--- src/rtl/life_pkg.sv ---
// Shared types and constants for the toroidal Life engine.
package life_pkg;

  localparam int SIZE_W     = 7;  // width of a grid size register
  localparam int COORD_W    = 6;  // width of a column or row coordinate
  localparam int CFG_ADDR_W = 2;

  // Rule B3/S23 neighbor counts
  localparam logic [3:0] BIRTH_COUNT   = 4'd3;
  localparam logic [3:0] SURVIVE_COUNT = 4'd2;

  typedef enum logic [CFG_ADDR_W-1:0] {
    REG_GRID_WIDTH  = 2'd0,
    REG_GRID_HEIGHT = 2'd1
  } cfg_reg_t;

  typedef enum logic [1:0] {
    MODE_WRITE   = 2'd0,
    MODE_READ    = 2'd1,
    MODE_ADVANCE = 2'd2,
    MODE_NOP     = 2'd3
  } mode_t;

  typedef struct packed {
    mode_t              mode;
    logic [COORD_W-1:0] col;
    logic [COORD_W-1:0] row;
    logic               cell_in;
  } item_t;

  typedef struct packed {
    logic cell_out;
    logic status;
  } result_t;

  typedef enum logic [3:0] {
    ST_IDLE,
    ST_CELL_RD,
    ST_CELL_DO,
    ST_EMIT,
    ST_ADV_PRE0,
    ST_ADV_PRE1,
    ST_ADV_PRE2,
    ST_ADV_ROW
  } state_t;

  typedef struct packed {
    logic load;       // capture the item
    logic adv_start;  // preset the row read pointer and the row counter
    logic adv_rd;     // step the wrapping row read pointer
    logic adv_shift;  // shift the three-row window
    logic adv_row;    // write one new row into the spare grid
    logic cell_rd;    // read the captured row
    logic cell_wr;    // write back the modified row
    logic flip;       // swap grids
    logic emit;       // register the result
  } cmd_t;

  typedef struct packed {
    mode_t mode;      // mode of the offered item
    logic  bad;       // offered item addresses a cell outside the grid
    logic  lat_write; // captured item is a cell write
    logic  last_row;  // row counter is on the final row
  } stat_t;

endpackage

--- src/rtl/life_ctrl.sv ---
// Sequencer for cell access and generation steps.
module life_ctrl (
  input  logic            clk,
  input  logic            rst,
  input  logic            start,
  output logic            busy,
  input  life_pkg::stat_t st,
  output life_pkg::cmd_t  cmd
);

  import life_pkg::*;

  state_t state;
  state_t state_next;

  always_ff @(posedge clk) begin
    if (rst) begin
      state <= ST_IDLE;
    end else begin
      state <= state_next;
    end
  end

  assign busy = (state != ST_IDLE);

  always_comb begin
    state_next = state;
    case (state)
      ST_IDLE: begin
        if (start) begin
          case (st.mode)
            MODE_WRITE, MODE_READ: state_next = st.bad ? ST_EMIT : ST_CELL_RD;
            MODE_ADVANCE:          state_next = ST_ADV_PRE0;
            default:               state_next = ST_EMIT;
          endcase
        end
      end
      ST_CELL_RD:  state_next = ST_CELL_DO;
      ST_CELL_DO:  state_next = ST_IDLE;
      ST_EMIT:     state_next = ST_IDLE;
      ST_ADV_PRE0: state_next = ST_ADV_PRE1;
      ST_ADV_PRE1: state_next = ST_ADV_PRE2;
      ST_ADV_PRE2: state_next = ST_ADV_ROW;
      ST_ADV_ROW: begin
        if (st.last_row) begin
          state_next = ST_IDLE;
        end
      end
      default:     state_next = ST_IDLE;
    endcase
  end

  always_comb begin
    cmd = '0;
    case (state)
      ST_IDLE: begin
        cmd.load      = start;
        cmd.adv_start = start && (st.mode == MODE_ADVANCE);
      end
      ST_CELL_RD: cmd.cell_rd = 1'b1;
      ST_CELL_DO: begin
        cmd.cell_wr = st.lat_write;
        cmd.emit    = 1'b1;
      end
      ST_EMIT:    cmd.emit = 1'b1;
      ST_ADV_PRE0: cmd.adv_rd = 1'b1;
      ST_ADV_PRE1, ST_ADV_PRE2: begin
        cmd.adv_rd    = 1'b1;
        cmd.adv_shift = 1'b1;
      end
      ST_ADV_ROW: begin
        cmd.adv_rd    = 1'b1;
        cmd.adv_shift = 1'b1;
        cmd.adv_row   = 1'b1;
        cmd.flip      = st.last_row;
        cmd.emit      = st.last_row;
      end
      default: cmd = '0;
    endcase
  end

endmodule

--- config.mk ---
export PLATFORM = sky130hd
export DESIGN_NAME = life_ctrl
export DESIGN_NICKNAME = d
export VERILOG_FILES = /design/src/rtl/life_pkg.sv /design/src/rtl/life_ctrl.sv
export SDC_FILE = /design/constraint.sdc
export NUM_CORES = 1
export LEC_CHECK = 0
export ABC_AREA = 1
export BUFFER_PORTS_ARGS = -buffer_cell sky130_fd_sc_hd__buf_2
export CORE_AREA = 2 2 39 41
export CTS_CLUSTER_SIZE = 24
export DETAILED_ROUTE_END_ITERATION = 8
export DIE_AREA = 0 0 41 43
export HOLD_SLACK_MARGIN = 0.15
export PLACE_DENSITY_LB_ADDON = 0.08
export SYNTH_ARGS = -nofsm -noshare
export SYNTH_HDL_FRONTEND = slang
export SYNTH_SLANG_ARGS = --single-unit
export TNS_END_PERCENT = 10
--- constraint.sdc ---
create_clock -name clk -period 2.7 [get_ports clk]
set_input_delay 0.54 -clock clk [delete_from_list [all_inputs] [get_ports clk]]
set_output_delay 0.54 -clock clk [all_outputs]
set_load 0.01 [all_outputs]
; Word-level counts from Yosys, hierarchy flattened
; Index checks and enable logic that the tools add are counted.
[totals]
ff_bits = 4
latchBits = 0
ram_bits = 0
rom_bits = 0
in_bits = 8
word_cells = 34
n_memories = 0
[classes]
addsub = 0
n_mul = 0
div = 0
magnitude_cmp = 0
n_eq_ne = 11
shift = 0
mux = 13
bitwise_logic = 0
n_reduce_logical = 9
[ops]
columns = op, count
row1 = one-hot mux 4 bit (6 select lines), 1
row2 = "equality test 4 x 3 -> 1 bit, second input constant", 4
row3 = "equality test 4 x 2 -> 1 bit, second input constant", 2
row4 = 2-to-1 mux 4 bit, 2
row5 = 2-to-1 mux 1 bit, 6
row6 = one-hot mux 3 bit (2 select lines), 1
row7 = "equality test 4 x 1 -> 1 bit, second input constant", 1
row8 = logical NOT 4 bit, 1
row9 = 2-to-1 mux 2 bit, 2
row10 = "inequality test 2 bit, second input constant", 2
row11 = nonzero test 4 bit, 1
row12 = OR reduction 2 bit, 2
row13 = OR reduction 4 bit, 1
row14 = OR reduction 3 bit, 1
row15 = "equality test 2 x 1 -> 1 bit, second input constant", 1
row16 = "equality test 2 bit, second input constant", 1
row17 = logical NOT 2 bit, 1
row18 = one-hot mux 1 bit (2 select lines), 1
row19 = AND reduction 2 bit, 1
row20 = logical AND 1 bit, 1

; Depth between registers and ports, before layout
; Gate-level depths: netlist (run 1).
[logic_depth]
depth_word = 5
depth_mapped = 7
ltp_nobuf = 7

; Worst setup path before layout (run 1)
; Ideal clock, no wire load.
[synth_timing]
path_kind = input to output
from = input st[4] (netlist name)
to = output cmd[7] (netlist name)
arrival_time_ns = 0.893
required_time_ns = 2.160
path_slack_ns = 1.267
path_stages = 4
path_buffers = 0
path_cell_list = inv_1 nor2_1 nand3_1 nor2_1
[synth_lines]
columns = element, line_no
row1 = "start, declared", life_ctrl.sv:7  ; input life_pkg::stat_t st,
row2 = "end, declared", life_ctrl.sv:8  ; output life_pkg::cmd_t cmd

==> results of run 1 <==
## stage by stage
| step | util | cells | hold slack [ns] | setup slack [ns] |
|---|---|---|---|---|
| 5_1_grt | 0.3056 | 90 | 0.4809 | 0.8602 |
| 2_1_floorplan | - | 55 | 0.5793 | 1.267 |
| 6_report | 0.3056 | 90 | 0.4941 | 0.9770 |
| 4_1_cts | 0.3056 | 90 | 0.4896 | 0.9634 |
| 3_3_place_gp | 0.2866 | 86 | 0.6401 | 1.100 |
| 3_5_place_dp | 0.2866 | 86 | 0.6447 | 1.090 |
## area by class of cell
cell class | count | area [sq um]
clock buffer | 4 | 26.28
fill | 162 | 960.9
inverter | 12 | 45.04
multi-input combinational | 38 | 186.4
sequential | 3 | 60.06
tap | 16 | 20.02
timing repair buffer | 17 | 85.08
## cell families after synthesis
family                 Yosys count  share of synthesized area
DFF                              3                     0.1959
AOI/OAI and AO/OA                5                    0.09389
and+or+nand+nor                 33                     0.5143
buffers and inverters           14                     0.1959
## metal layers
| metal | GRT usage | vias up | wire [microns] | share of wire |
|---|---|---|---|---|
| met1 | 0.1186 | 150 | 310 | 0.45 |
| li1 | - | 205 | - | - |
| met3 | 0.04712 | 0 | 53 | 0.078 |
| met4 | 0.06000 | 0 | 0 | 0 |
| met5 | 0 | - | 0 | 0 |
| met2 | 0.1156 | 12 | 319 | 0.47 |
## worst max-delay path by stage
stage	from	endpoint	slack (ns)	cells after the start
finish	state[2]	cmd[0]	0.98	3
global route	state[2]	cmd[0]	0.86	3
CTS	state[2]	cmd[0]	0.96	3
detailed placement	st[4]	cmd[7]	1.09	6
global placement	st[4]	cmd[7]	1.10	6
floorplan	st[4]	cmd[7]	1.27	4
## cells in the final DEF (no fill, tap or decap)
| cell type | synthesis | routed |
|---|---|---|
| nor2_1 | 9 | 9 |
| inv_2 | 4 | 4 |
| a21oi_1 | 2 | 2 |
| nor2_2 | 1 | 1 |
| nand3_2 | 1 | 1 |
| nor2_4 | 1 | 1 |
| a21oi_2 | 1 | 1 |
| buf_2 | 0 | 17 |
| nand3_1 | 4 | 4 |
| nand4_1 | 1 | 1 |
| dfxtp_1 | 3 | 3 |
| clkbuf_4 | 0 | 3 |
| nand2_2 | 4 | 4 |
| o21ai_1 | 2 | 2 |
| inv_1 | 8 | 8 |
| nand2_1 | 12 | 12 |
| clkbuf_1 | 1 | 1 |
## power by group
part	total (mW)	switching, mW	internal (mW)
Clock	0.0774	0.0221	0.0553
Sequential	0.0630	0.0120	0.0510
Combinational	0.105	0.0625	0.0425
Total	0.245	0.0966	0.149
==> impl_metrics.env, run 1 <==
export IMPL_status="completed"
export IMPL_vias=367
export IMPL_yosysWarnings=0
export IMPL_worstMarginPinSlew_ns=0.3447
export IMPL_ys_flop_type="dfxtp_1"
export IMPL_synth_fp_nets=63
export IMPL_drive_gt1_frac=0.4324
export IMPL_p_leak_nw=0.2726
export IMPL_clock_path_buffers=2
export IMPL_die_area_sq_um=1763
export IMPL_rows=14
export IMPL_netlist_instances=55
export IMPL_ctsRootBufferMaster="clkbuf_4"
export IMPL_slew_limit_headroom=0.7699
export IMPL_design_area_sq_um=422.9
export IMPL_io_buffers=17
export IMPL_seq_area_frac_synth=0.1959
export IMPL_finalSetupViolations=0
export IMPL_clk_pin_slew_ns=0.04
export IMPL_max_cap_viol_count=0
export IMPL_die_h_microns=43
export IMPL_drtPass1Iterations=4
export IMPL_hold_viol=0
export IMPL_top_regs="state x3"
export IMPL_synth_area_top_cells="dfxtp_1 (20%), nand2_1 (15%), nor2_1 (11%)"
export IMPL_fin_crit_sh=0.6381
export IMPL_hold_path_depth=2
export IMPL_fin_skew_ns=0.000008216
export IMPL_slew_viol_final=0
export IMPL_grt_start_max_net_pins=10
export IMPL_hold_buffers=0
export IMPL_grt_pass1_wl_mm=1.055
export IMPL_synth_seq_cells=3
export IMPL_timing_setup_tns_ns=0
export IMPL_cp_end_kind="primary output"
export IMPL_crit_path_start_kind="register"
export IMPL_cts_buffers=3
export IMPL_yosys_area_top_type="dfxtp_1"
export IMPL_powerDensity_nw_per_um2=580.4
export IMPL_r2r_slack_ns=1.59
export IMPL_synth_top_cells_by_count="nand2_1 (12), nor2_1 (9), inv_1 (8)"
export IMPL_fmax_ghz=0.5804
export IMPL_wl_microns=683
export IMPL_grt_use_total=0.09228
export IMPL_cts_setup_buffers=0
export IMPL_dr_first_iter_drc_count=5
export IMPL_finalPower_uw=245.4
export IMPL_fin_nets=83
export IMPL_synth_top_cell_area_share=0.1959
export IMPL_viasPerCell=4.078
export IMPL_num_io_pins=18
export IMPL_cp_cell_sequence="nand3_1, o21ai_1, buf_2"
export IMPL_largest_register="state"
export IMPL_min_path_type="in -> reg"
export IMPL_vdd_drop_max_v=0.0001523
export IMPL_area_growth_pct=37.96
export IMPL_core_area_sq_um=1384
export IMPL_synth_area_sq_um=306.5
export IMPL_start_util=0.2215
export IMPL_place_congestion=0.6663
export IMPL_async_flop_share=0
export IMPL_crit_fanout=9
export IMPL_avgRoutedWirePerCell_microns=7.589
export IMPL_antenna_found_initial=0
export IMPL_hpwl_microns=583.8
export IMPL_max_stage_delay_ns=0.51
export IMPL_cts_tree="done"
export IMPL_min_to="state[1]"
export IMPL_dieWidth_microns=41
export IMPL_drcViolationCount=0
export IMPL_grt_pass1_vias=278
export IMPL_ys_types=16
export IMPL_detail_route_antenna_nets=0
export IMPL_overflow=0
export IMPL_worstPathArrival_ns=1.18
export IMPL_reg2reg_from="state[2]"
export IMPL_ff2ff_path_depth=5
export IMPL_placed_cell_area_sq_um=396.6
export IMPL_cpLargestDelayFamily="flip-flops"
export IMPL_cp_num_buf_inv=1
export IMPL_slowest_stage="dfxtp_1"
export IMPL_cts_resized=0
export IMPL_htreeDepth=1
export IMPL_cp_required_ns=2.16
export IMPL_largest_reg_flops=3
export IMPL_hold_start="rst"
export IMPL_reg2reg_to="state[1]"
export IMPL_diodes=0
export IMPL_critical_path_class="reg -> out"
export IMPL_syn_avg_cell_area_sq_um=5.574
export IMPL_synth_edf_count=0
export IMPL_synth_most_common_cell="nand2_1"
export IMPL_rsz0062_at_grt="no"
export IMPL_cts_sinks=3
export IMPL_clk_latency_ns=0.23
export IMPL_period_needed_ns=1.723
No activity file was read; power rests on OpenSTA's default activity.
==> run 2: changes to the inputs <==
- clock period: 2.7 -> 1.7 ns (I/O delays scaled with it)
==> impl_metrics.env, run 2 (synthesis gave the netlist of run 1 again) <==
export IMPL_status="completed"
export IMPL_hold_path_depth=2
export IMPL_reg2reg_from="state[2]"
export IMPL_avgRoutedWirePerCell_microns=7.856
export IMPL_drive_gt1_frac=0.4324
export IMPL_use_met2=0.1094
export IMPL_ff2ff_path_depth=5
export IMPL_hpwl_microns=611.7
export IMPL_area_growth_pct=37.96
export IMPL_clock_path_buffers=2
export IMPL_dieWidth_microns=41
export IMPL_ctsRootBufferMaster="clkbuf_4"
export IMPL_rows=14
export IMPL_hold_viol=0
export IMPL_drtPass1Iterations=1
export IMPL_largest_register="state"
export IMPL_place_congestion=0.6910
export IMPL_critical_path_class="reg -> out"
export IMPL_cp_end_kind="primary output"
export IMPL_design_area_sq_um=422.9
export IMPL_diodes=0
export IMPL_grt_pass1_wl_mm=1.000
export IMPL_finalPower_uw=390.1
export IMPL_wl_microns=707
export IMPL_finalSetupViolations=0
export IMPL_dr_first_iter_drc_count=0
export IMPL_htreeDepth=1
export IMPL_fin_crit_sh=0.8994
export IMPL_grt_pass1_vias=283
export IMPL_core_area_sq_um=1384
export IMPL_cts_resized=0
export IMPL_die_area_sq_um=1763
export IMPL_hold_start="rst"
export IMPL_largest_reg_flops=3
export IMPL_fin_nets=83
export IMPL_top_regs="state x3"
export IMPL_num_io_pins=18
export IMPL_slew_viol_final=0
export IMPL_grt_use_total=0.08517
export IMPL_period_needed_ns=1.529
export IMPL_antenna_found_initial=0
export IMPL_cts_setup_buffers=0
export IMPL_cp_required_ns=1.36
export IMPL_grt_start_max_net_pins=10
export IMPL_fmax_ghz=0.6540
export IMPL_detail_route_antenna_nets=0
export IMPL_hold_buffers=0
export IMPL_cts_tree="done"
export IMPL_crit_fanout=9
export IMPL_fin_skew_ns=0.001304
export IMPL_dp_cells=86
export IMPL_finalNonFillerCells=90
export IMPL_overflow=0
export IMPL_drcViolationCount=0
export IMPL_clk_pin_slew_ns=0.03
export IMPL_use_met1=0.1214
export IMPL_worstPathArrival_ns=1.19
export IMPL_use_met3=0.03141
export IMPL_vias=361
export IMPL_worstMarginPinSlew_ns=0.3420
export IMPL_startpoint="state[2]"
export IMPL_p_leak_nw=0.2726
export IMPL_max_cap_viol_count=0
export IMPL_placed_cell_area_sq_um=396.6
export IMPL_min_path_type="in -> reg"
export IMPL_io_buffers=17
export IMPL_powerDensity_nw_per_um2=922.4
export IMPL_cts_buffers=3
export IMPL_die_h_microns=43
export IMPL_timing_setup_tns_ns=0
export IMPL_most_common_layout_cells="buf_2 (17), nand2_1 (12), nor2_1 (9)"
export IMPL_final_common_cell="buf_2"
export IMPL_vdd_drop_max_v=0.0003986
export IMPL_start_util=0.2215
export IMPL_fillers=173
export IMPL_slew_limit_headroom=0.7717
export IMPL_final_util=0.3056
export IMPL_busiest_layer="met1"
export IMPL_cts_sinks=3
export IMPL_clk_latency_ns=0.23
export IMPL_viasPerCell=4.011
export IMPL_rsz0062_at_grt="no"
export IMPL_crit_path_start_kind="register"
## run 2: per-layer routing
| metal | part of all wire | vias up |
|---|---|---|
| met4 | 0 | 0 |
| met2 | 0.43 | 10 |
| li1 | - | 202 |
| met1 | 0.51 | 149 |
| met5 | 0 | - |
| met3 | 0.058 | 0 |
## run 2: worst paths after layout
| check | endpoint | slack [ns] |
|---|---|---|
| setup / recovery | cmd[0] | 0.17 |
| hold / removal | state[1] | 0.30 |
| setup reg to reg | state[1] | 0.58 |
| hold reg to reg | state[1] | 0.66 |
## run 2: power breakdown
part	total, mW	internal [mW]	switching (mW)	leakage (nW)
registers	0.101	0.0810	0.0197	0.0247
clock network	0.122	0.0878	0.0341	0.0150
logic	0.168	0.0676	0.0999	0.233
total	0.390	0.236	0.154	0.273
## run 2: layout make-up
type	instances	area, sq um	area share
Multi-Input combinational cell	38	186.4	0.4408
Tap cell	16	20.02	0.04734
Inverter	12	45.04	0.1065
Timing Repair Buffer	17	85.08	0.2012
Clock buffer	4	26.28	0.06213
Sequential cell	3	60.06	0.1420
## run 2: metrics by stage
stage / setup WS [ns] / hold WS [ns]
floorplan: 0.5662 / 0.4024
global placement: 0.4417 / 0.5368
detailed placement: 0.4126 / 0.5349
CTS: 0.1625 / 0.2943
global route: 0.07679 / 0.2953
finish: 0.1710 / 0.2999
## run 2: critical path: stages, from the launching register on
cell and delay (ns):
dfxtp_1 0.51, nand3_1 0.18, o21ai_1 0.14, buf_2 0.14
